**src/sv/tfpc8_pkg.sv**
```systemverilog
// Package for the telegram frame parser with CRC-8 check.
// Holds the frame layout constants, status codes and the CRC-8 byte update.
// No dependencies.
package tfpc8_pkg;

    localparam int unsigned HeaderLen = 5;
    localparam int unsigned MinFrame  = 6;
    localparam int unsigned PosWidth  = 9;

    localparam logic [7:0]          CrcPoly = 8'h07;
    localparam logic [PosWidth-1:0] PosMax  = {PosWidth{1'b1}};

    typedef enum logic [2:0] {
        STATUS_OK        = 3'd0,
        STATUS_TOO_SHORT = 3'd1,
        STATUS_WRONG_PROT = 3'd2,
        STATUS_TRUNCATED = 3'd3,
        STATUS_CRC_ERROR = 3'd4
    } status_t;

    // CRC-8, MSB first, no reflection, no final XOR.
    function automatic logic [7:0] crc8_update(input logic [7:0] crc, input logic [7:0] data);
        logic [7:0] c;
        logic [7:0] d;
        c = crc;
        d = data;
        for (int k = 0; k < 8; k++) begin
            if (c[7] ^ d[7]) begin
                c = {c[6:0], 1'b0} ^ CrcPoly;
            end else begin
                c = {c[6:0], 1'b0};
            end
            d = {d[6:0], 1'b0};
        end
        return c;
    endfunction

endpackage

```
**src/sv/telegram_frame_parser_crc8_core.sv**
```systemverilog
// Top level of the telegram frame parser with CRC-8 check.
// Depends on tfpc8_pkg for layout constants, status codes and the CRC update.
//
// The block takes one frame byte per beat and returns one result beat for every
// input beat, in the cycle after acceptance, at a sustained rate of one byte per
// clock. Each byte goes through the header capture, the unrolled CRC-8 update
// and the status check combinationally into the result register; s_ready
// stays high whenever that register is empty or being drained, so the input
// only stalls while a result waits for m_ready. Header fields, CRC and status
// appear on the beat that carries frame_end and read zero on all other beats.
// The expected protocol id resets to 1 and is changed by a cfg_we write.
module telegram_frame_parser_crc8_core
    import tfpc8_pkg::*;
(
    input  logic       aclk,
    input  logic       aresetn,

    input  logic       cfg_we,
    input  logic [7:0] cfg_wdata,

    input  logic       s_valid,
    output logic       s_ready,
    input  logic [7:0] s_rx_byte,
    input  logic       s_frame_end,

    output logic       m_valid,
    input  logic       m_ready,
    output logic       m_payload_valid,
    output logic [7:0] m_payload_byte,
    output logic       m_frame_done,
    output logic [2:0] m_status,
    output logic [7:0] m_telegram_type,
    output logic [7:0] m_sender_address,
    output logic [7:0] m_receiver_address,
    output logic [7:0] m_payload_length,
    output logic [7:0] m_received_crc,
    output logic [7:0] m_computed_crc
);

    typedef struct packed {
        logic       payload_valid;
        logic [7:0] payload_byte;
        logic       frame_done;
        status_t    status;
        logic [7:0] telegram_type;
        logic [7:0] sender_address;
        logic [7:0] receiver_address;
        logic [7:0] payload_length;
        logic [7:0] received_crc;
        logic [7:0] computed_crc;
    } result_t;

    typedef struct packed {
        logic [PosWidth-1:0] pos;
        logic [7:0]          crc;
        logic [7:0]          prot;
        logic [7:0]          ttype;
        logic [7:0]          sender;
        logic [7:0]          receiver;
        logic [7:0]          length;
        logic [7:0]          crc_seen;
        logic                crc_present;
    } frame_t;

    logic [7:0] protocol_id_reg;
    frame_t     frame_reg;
    frame_t     frame_next;
    frame_t     upd;
    result_t    result_reg;
    result_t    result_next;
    logic       m_valid_reg;
    logic       accept;

    logic [PosWidth-1:0] crc_pos;

    assign s_ready = !m_valid_reg || m_ready;
    assign accept  = s_valid && s_ready;
    assign crc_pos = PosWidth'(HeaderLen) + {1'b0, frame_reg.length};

    always_comb begin
        upd         = frame_reg;
        result_next = '0;

        if (frame_reg.pos < PosWidth'(HeaderLen)) begin
            case (frame_reg.pos[2:0])
                3'd0:    upd.prot     = s_rx_byte;
                3'd1:    upd.ttype    = s_rx_byte;
                3'd2:    upd.sender   = s_rx_byte;
                3'd3:    upd.receiver = s_rx_byte;
                default: upd.length   = s_rx_byte;
            endcase
            upd.crc = crc8_update(frame_reg.crc, s_rx_byte);
        end else if (frame_reg.pos < crc_pos) begin
            result_next.payload_valid = 1'b1;
            result_next.payload_byte  = s_rx_byte;
            upd.crc = crc8_update(frame_reg.crc, s_rx_byte);
        end else if (frame_reg.pos == crc_pos) begin
            upd.crc_seen    = s_rx_byte;
            upd.crc_present = 1'b1;
        end

        if (frame_reg.pos != PosMax) begin
            upd.pos = frame_reg.pos + 1'b1;
        end

        frame_next = upd;

        if (s_frame_end) begin
            result_next.frame_done = 1'b1;
            if (frame_reg.pos < PosWidth'(MinFrame - 1)) begin
                result_next.status = STATUS_TOO_SHORT;
            end else if (upd.prot != protocol_id_reg) begin
                result_next.status = STATUS_WRONG_PROT;
            end else if (!upd.crc_present) begin
                result_next.status = STATUS_TRUNCATED;
            end else if (upd.crc_seen != upd.crc) begin
                result_next.status = STATUS_CRC_ERROR;
            end else begin
                result_next.status = STATUS_OK;
            end
            result_next.telegram_type    = upd.ttype;
            result_next.sender_address   = upd.sender;
            result_next.receiver_address = upd.receiver;
            result_next.payload_length   = upd.length;
            result_next.received_crc     = upd.crc_present ? upd.crc_seen : 8'h00;
            result_next.computed_crc     = upd.crc;
            frame_next = '0;
        end
    end

    always_ff @(posedge aclk) begin
        if (!aresetn) begin
            protocol_id_reg <= 8'h01;
            frame_reg       <= '0;
            m_valid_reg     <= 1'b0;
        end else begin
            if (cfg_we) begin
                protocol_id_reg <= cfg_wdata;
            end
            if (accept) begin
                frame_reg   <= frame_next;
                m_valid_reg <= 1'b1;
            end else if (m_ready) begin
                m_valid_reg <= 1'b0;
            end
        end
    end

    always_ff @(posedge aclk) begin
        if (accept) begin
            result_reg <= result_next;
        end
    end

    assign m_valid            = m_valid_reg;
    assign m_payload_valid    = result_reg.payload_valid;
    assign m_payload_byte     = result_reg.payload_byte;
    assign m_frame_done       = result_reg.frame_done;
    assign m_status           = result_reg.status;
    assign m_telegram_type    = result_reg.telegram_type;
    assign m_sender_address   = result_reg.sender_address;
    assign m_receiver_address = result_reg.receiver_address;
    assign m_payload_length   = result_reg.payload_length;
    assign m_received_crc     = result_reg.received_crc;
    assign m_computed_crc     = result_reg.computed_crc;

endmodule
```
**config.mk**
```make
export PLATFORM = sky130hd
export DESIGN_NAME = telegram_frame_parser_crc8_core
export DESIGN_NICKNAME = d
export VERILOG_FILES = /design/src/sv/tfpc8_pkg.sv /design/src/sv/telegram_frame_parser_crc8_core.sv
export SDC_FILE = /design/constraint.sdc
export NUM_CORES = 1
export LEC_CHECK = 0
export BUFFER_PORTS_ARGS = -buffer_cell sky130_fd_sc_hd__buf_2
export CAP_MARGIN = 15
export CORE_MARGIN = 2
export CORE_UTILIZATION = 40
export DETAILED_ROUTE_END_ITERATION = 10
export SLEW_MARGIN = 10
export SYNTH_ARGS = -nofsm -noshare
export SYNTH_HDL_FRONTEND = slang
export SYNTH_SLANG_ARGS = --single-unit
export TNS_END_PERCENT = 50
```
**constraint.sdc**
```tcl
create_clock -name aclk -period 9.4 [get_ports aclk]
set_input_delay 1.88 -clock aclk [delete_from_list [all_inputs] [get_ports aclk]]
set_output_delay 1.88 -clock aclk [all_outputs]
set_load 0.05 [all_outputs]
```
==> reports/qor.txt <==
Clock buffer depth: 2
Internal: 1.14 mW
Die area: 17700 um2
Routed WL: 16.7 mm
Slowest stage delay, CP: 0.71 ns
Initial Util: 40.6%
WP buf/inv: 3
Setup Total Neg Slack: 0 ns
Hold WC Path Type: reg2reg
Final setup violation count: 0
Synth cell types: 46
Area Overhead vs Synth: 17.2%
Final Max Tran Viols: 0
Crit end category: flop
Vias in the first global route: 4928
Combinational share of power: 15.7%
Die H: 133 um
Syn Inst Count: 655
Drt pass-1 iters: 5
Hold wc startpoint: protocol_id_reg[0]$_SDFFE_PN1P_
Top-level port count: 85
EDFF count, synth: 61
Clk sinks: 136
Post-DP HPWL: 11.3 mm
Slew margin rel.: 33.5%
Pre-CTS WS: 4.60 ns
Residual DRC: 0
Final nets: 761
Remaining Overflow, GRT: 0
Max-cap violation count: 0
Ys async rst share: 0%
P_sw: 0.423 mW
Number of fillers in the final layout: 1553
Clock network fraction of total power: 42.3%
# hold bufs at CTS: 0
Post-CTS Resized: 0
CTS tree: yes
Dominant synthesized flop cell: dfxtp_1
Total Routing Usage GR: 19.4%
Crit path max-delay cell type: inv_2
Syn nets: 693
Family with the most delay on the worst path: simple AND/OR/NAND/NOR gates
CP Data Arrival Time: 4.70 ns
RSZ-0062 raised after global routing: no
Vias: 5105
H-tree level count: 4
Largest net degree at the start of global routing: 71
GP Congestion: 0.887
Max Fclk: 230 MHz
Crit path launch: m_ready
Net Sw Frac: 27.0%
ANT nets after route: 0
Final period utilization: 46.2%
Worst-path maximum fanout: 40
Synth Register Bits: 136
Core ar.: 16400 um2
CP startpoint kind: input port
WP data required: 9.76 ns
Critical R2R Launch: frame_reg[9]$_SDFFE_PN0P_
Clock latency on the worst-skew pair: 0.43 ns
Clock Skews: 0.00804 ns
Final worst slack: 5.06 ns
Max reg flops: 66
Total setup buffers inserted after CTS: 0
Clock Pin Slew Worst Setup and Hold Paths: 0.06 ns
Initial antenna violation count: 0
Register area share after synthesis: 50.0%
WL/cell: 17.5 um
Flop pwr share: 41.9%
Worst-path cell chain: buf_2 -> nand2b_1 -> nand2_1 -> inv_2 -> buf_4 -> nand2_1 -> nor2b_1 -> a22oi_1 -> nor2b_1
Port-buffer cells: 84
Via/cell ratio: 5.34
Synthesis warning total: 0
Syn_area_per_cell: 10.2 um2
CTS Buf Count: 17
Slew @ Worst Pin: 0.998 ns
Pwr/cell area: 200 nW/um2
Crit Path Class: in2reg
First-pass GRT wire length: 26.4 mm
Leakage power: 3.00 nW
Syn Std Cell Area: 6660 um2
Starting DRC count in detailed routing: 408
Die X: 133 um
Rows: 47
Final antenna diode count: 0
Fin. Hold Viols: 0
Max IR drop VDD: 0.000132 V
Status: finished clean
Min Tclk post-route: 4.34 ns
CTS root buf: clkbuf_16
Layout cell share with drive strength beyond 1: 16.8%
[stage by stage]
stage / hold slack [ns] / utilization, % / total power, mW / cells / cell area (um2)
2_1_floorplan: 0.464 / - / 0.859 / 655 / 6660
3_3_place_gp: 0.487 / 44.1 / 0.908 / 924 / 7230
3_5_place_dp: 0.496 / 44.1 / 0.913 / 924 / 7230
4_1_cts: 0.513 / 47.6 / 1.57 / 956 / 7810
5_1_grt: 0.543 / 47.6 / 1.62 / 956 / 7810
6_report: 0.503 / 47.6 / 1.56 / 956 / 7810
[power groups by stage]
stage                     combinational (mW)  sequential [mW]  clock, mW
after floorplan                        0.135            0.724          0
after global placement                 0.240            0.668          0
after detailed placement               0.245            0.668          0
after CTS                              0.246            0.656      0.671
after global routing                   0.264            0.658      0.696
final                                  0.246            0.655      0.662
[cells in the mapped netlist (2+ instances only)]
master | n | area [um2]
a211oi_1 | 2 | 15.0
a21o_1 | 5 | 37.5
a21oi_1 | 33 | 165
a22oi_1 | 60 | 450
a32oi_1 | 2 | 17.5
and2_1 | 10 | 62.6
and3_1 | 4 | 25.0
and3_2 | 2 | 15.0
buf_2 | 4 | 20.0
clkbuf_1 | 33 | 124
dfxtp_1 | 75 | 1500
edfxtp_1 | 61 | 1830
ha_1 | 16 | 200
inv_1 | 10 | 37.5
mux2i_1 | 40 | 400
nand2_1 | 35 | 131
nand2b_1 | 2 | 12.5
nand3_1 | 18 | 90.1
nand4_1 | 7 | 43.8
nor2_1 | 65 | 244
nor2b_1 | 76 | 475
nor3_1 | 9 | 45.0
o2111ai_1 | 2 | 17.5
o21ai_0 | 11 | 55.1
o221ai_1 | 2 | 17.5
o22ai_1 | 2 | 12.5
o31ai_1 | 2 | 15.0
or3_1 | 3 | 18.8
xnor2_1 | 33 | 289
xor2_1 | 15 | 131
[metal layers]
| metal | wire length (um) | GRT usage, % | share of wire [%] |
|---|---|---|---|
| met1 | 7490 | 26.8 | 45 |
| met2 | 7900 | 29.9 | 47 |
| met3 | 1030 | 4.90 | 6.2 |
| met4 | 315 | 6.21 | 1.9 |
| met5 | 0 | 0 | 0 |
[path summary, 6_finish.rpt]
kind | end | slack (ns) | cells after the start
max | frame_reg[49]$_SDFFE_PN0P_ | 5.06 | 9
min | protocol_id_reg[0]$_SDFFE_PN1P_ | 0.50 | 2
max reg2reg | m_status[2]$_SDFFCE_PP0P_ | 5.45 | 12
min reg2reg | protocol_id_reg[0]$_SDFFE_PN1P_ | 0.50 | 2
[layout make-up]
cell class,count,area [um2],area share (%)
tap,220,275,3.53
multi-input combinational,470,3130,40.1
clock inverter,12,131,1.68
clock buffer,20,447,5.72
sequential,136,3330,42.7
inverter,10,37.5,0.481
timing repair buffer,88,450,5.77
[kinds of logic (layout without fill, tap and decap cells)]
| group | Yosys count | after routing | synth area share, % |
|---|---|---|---|
| adders and majority gates | 16 | 16 | 3.00 |
| xor gates and xnor gates | 49 | 49 | 6.65 |
| DFF | 136 | 136 | 50.0 |
| AOI/OAI and AO/OA | 127 | 127 | 12.8 |
| muxes | 40 | 40 | 6.01 |
| buffers and inverters | 49 | 130 | 2.95 |
| and+or+nand+nor | 238 | 238 | 18.6 |
[worst min-delay path, delay by kind of cell (launching register included)]
family | cells | cell delay [ns]
AND/OR/NAND/NOR | 1 | 0.06
flip-flops | 1 | 0.34
multiplexers | 1 | 0.07
[layout by cell type (no fill, tap or decap), types with 33 or more instances in the layout]
cell,n
mux2i_1,40
a21oi_1,33
nand2_1,35
edfxtp_1,61
buf_2,84
nor2b_1,76
nor2_1,65
dfxtp_1,75
a22oi_1,60
xnor2_1,33
Power figures use the tool's default switching activity.
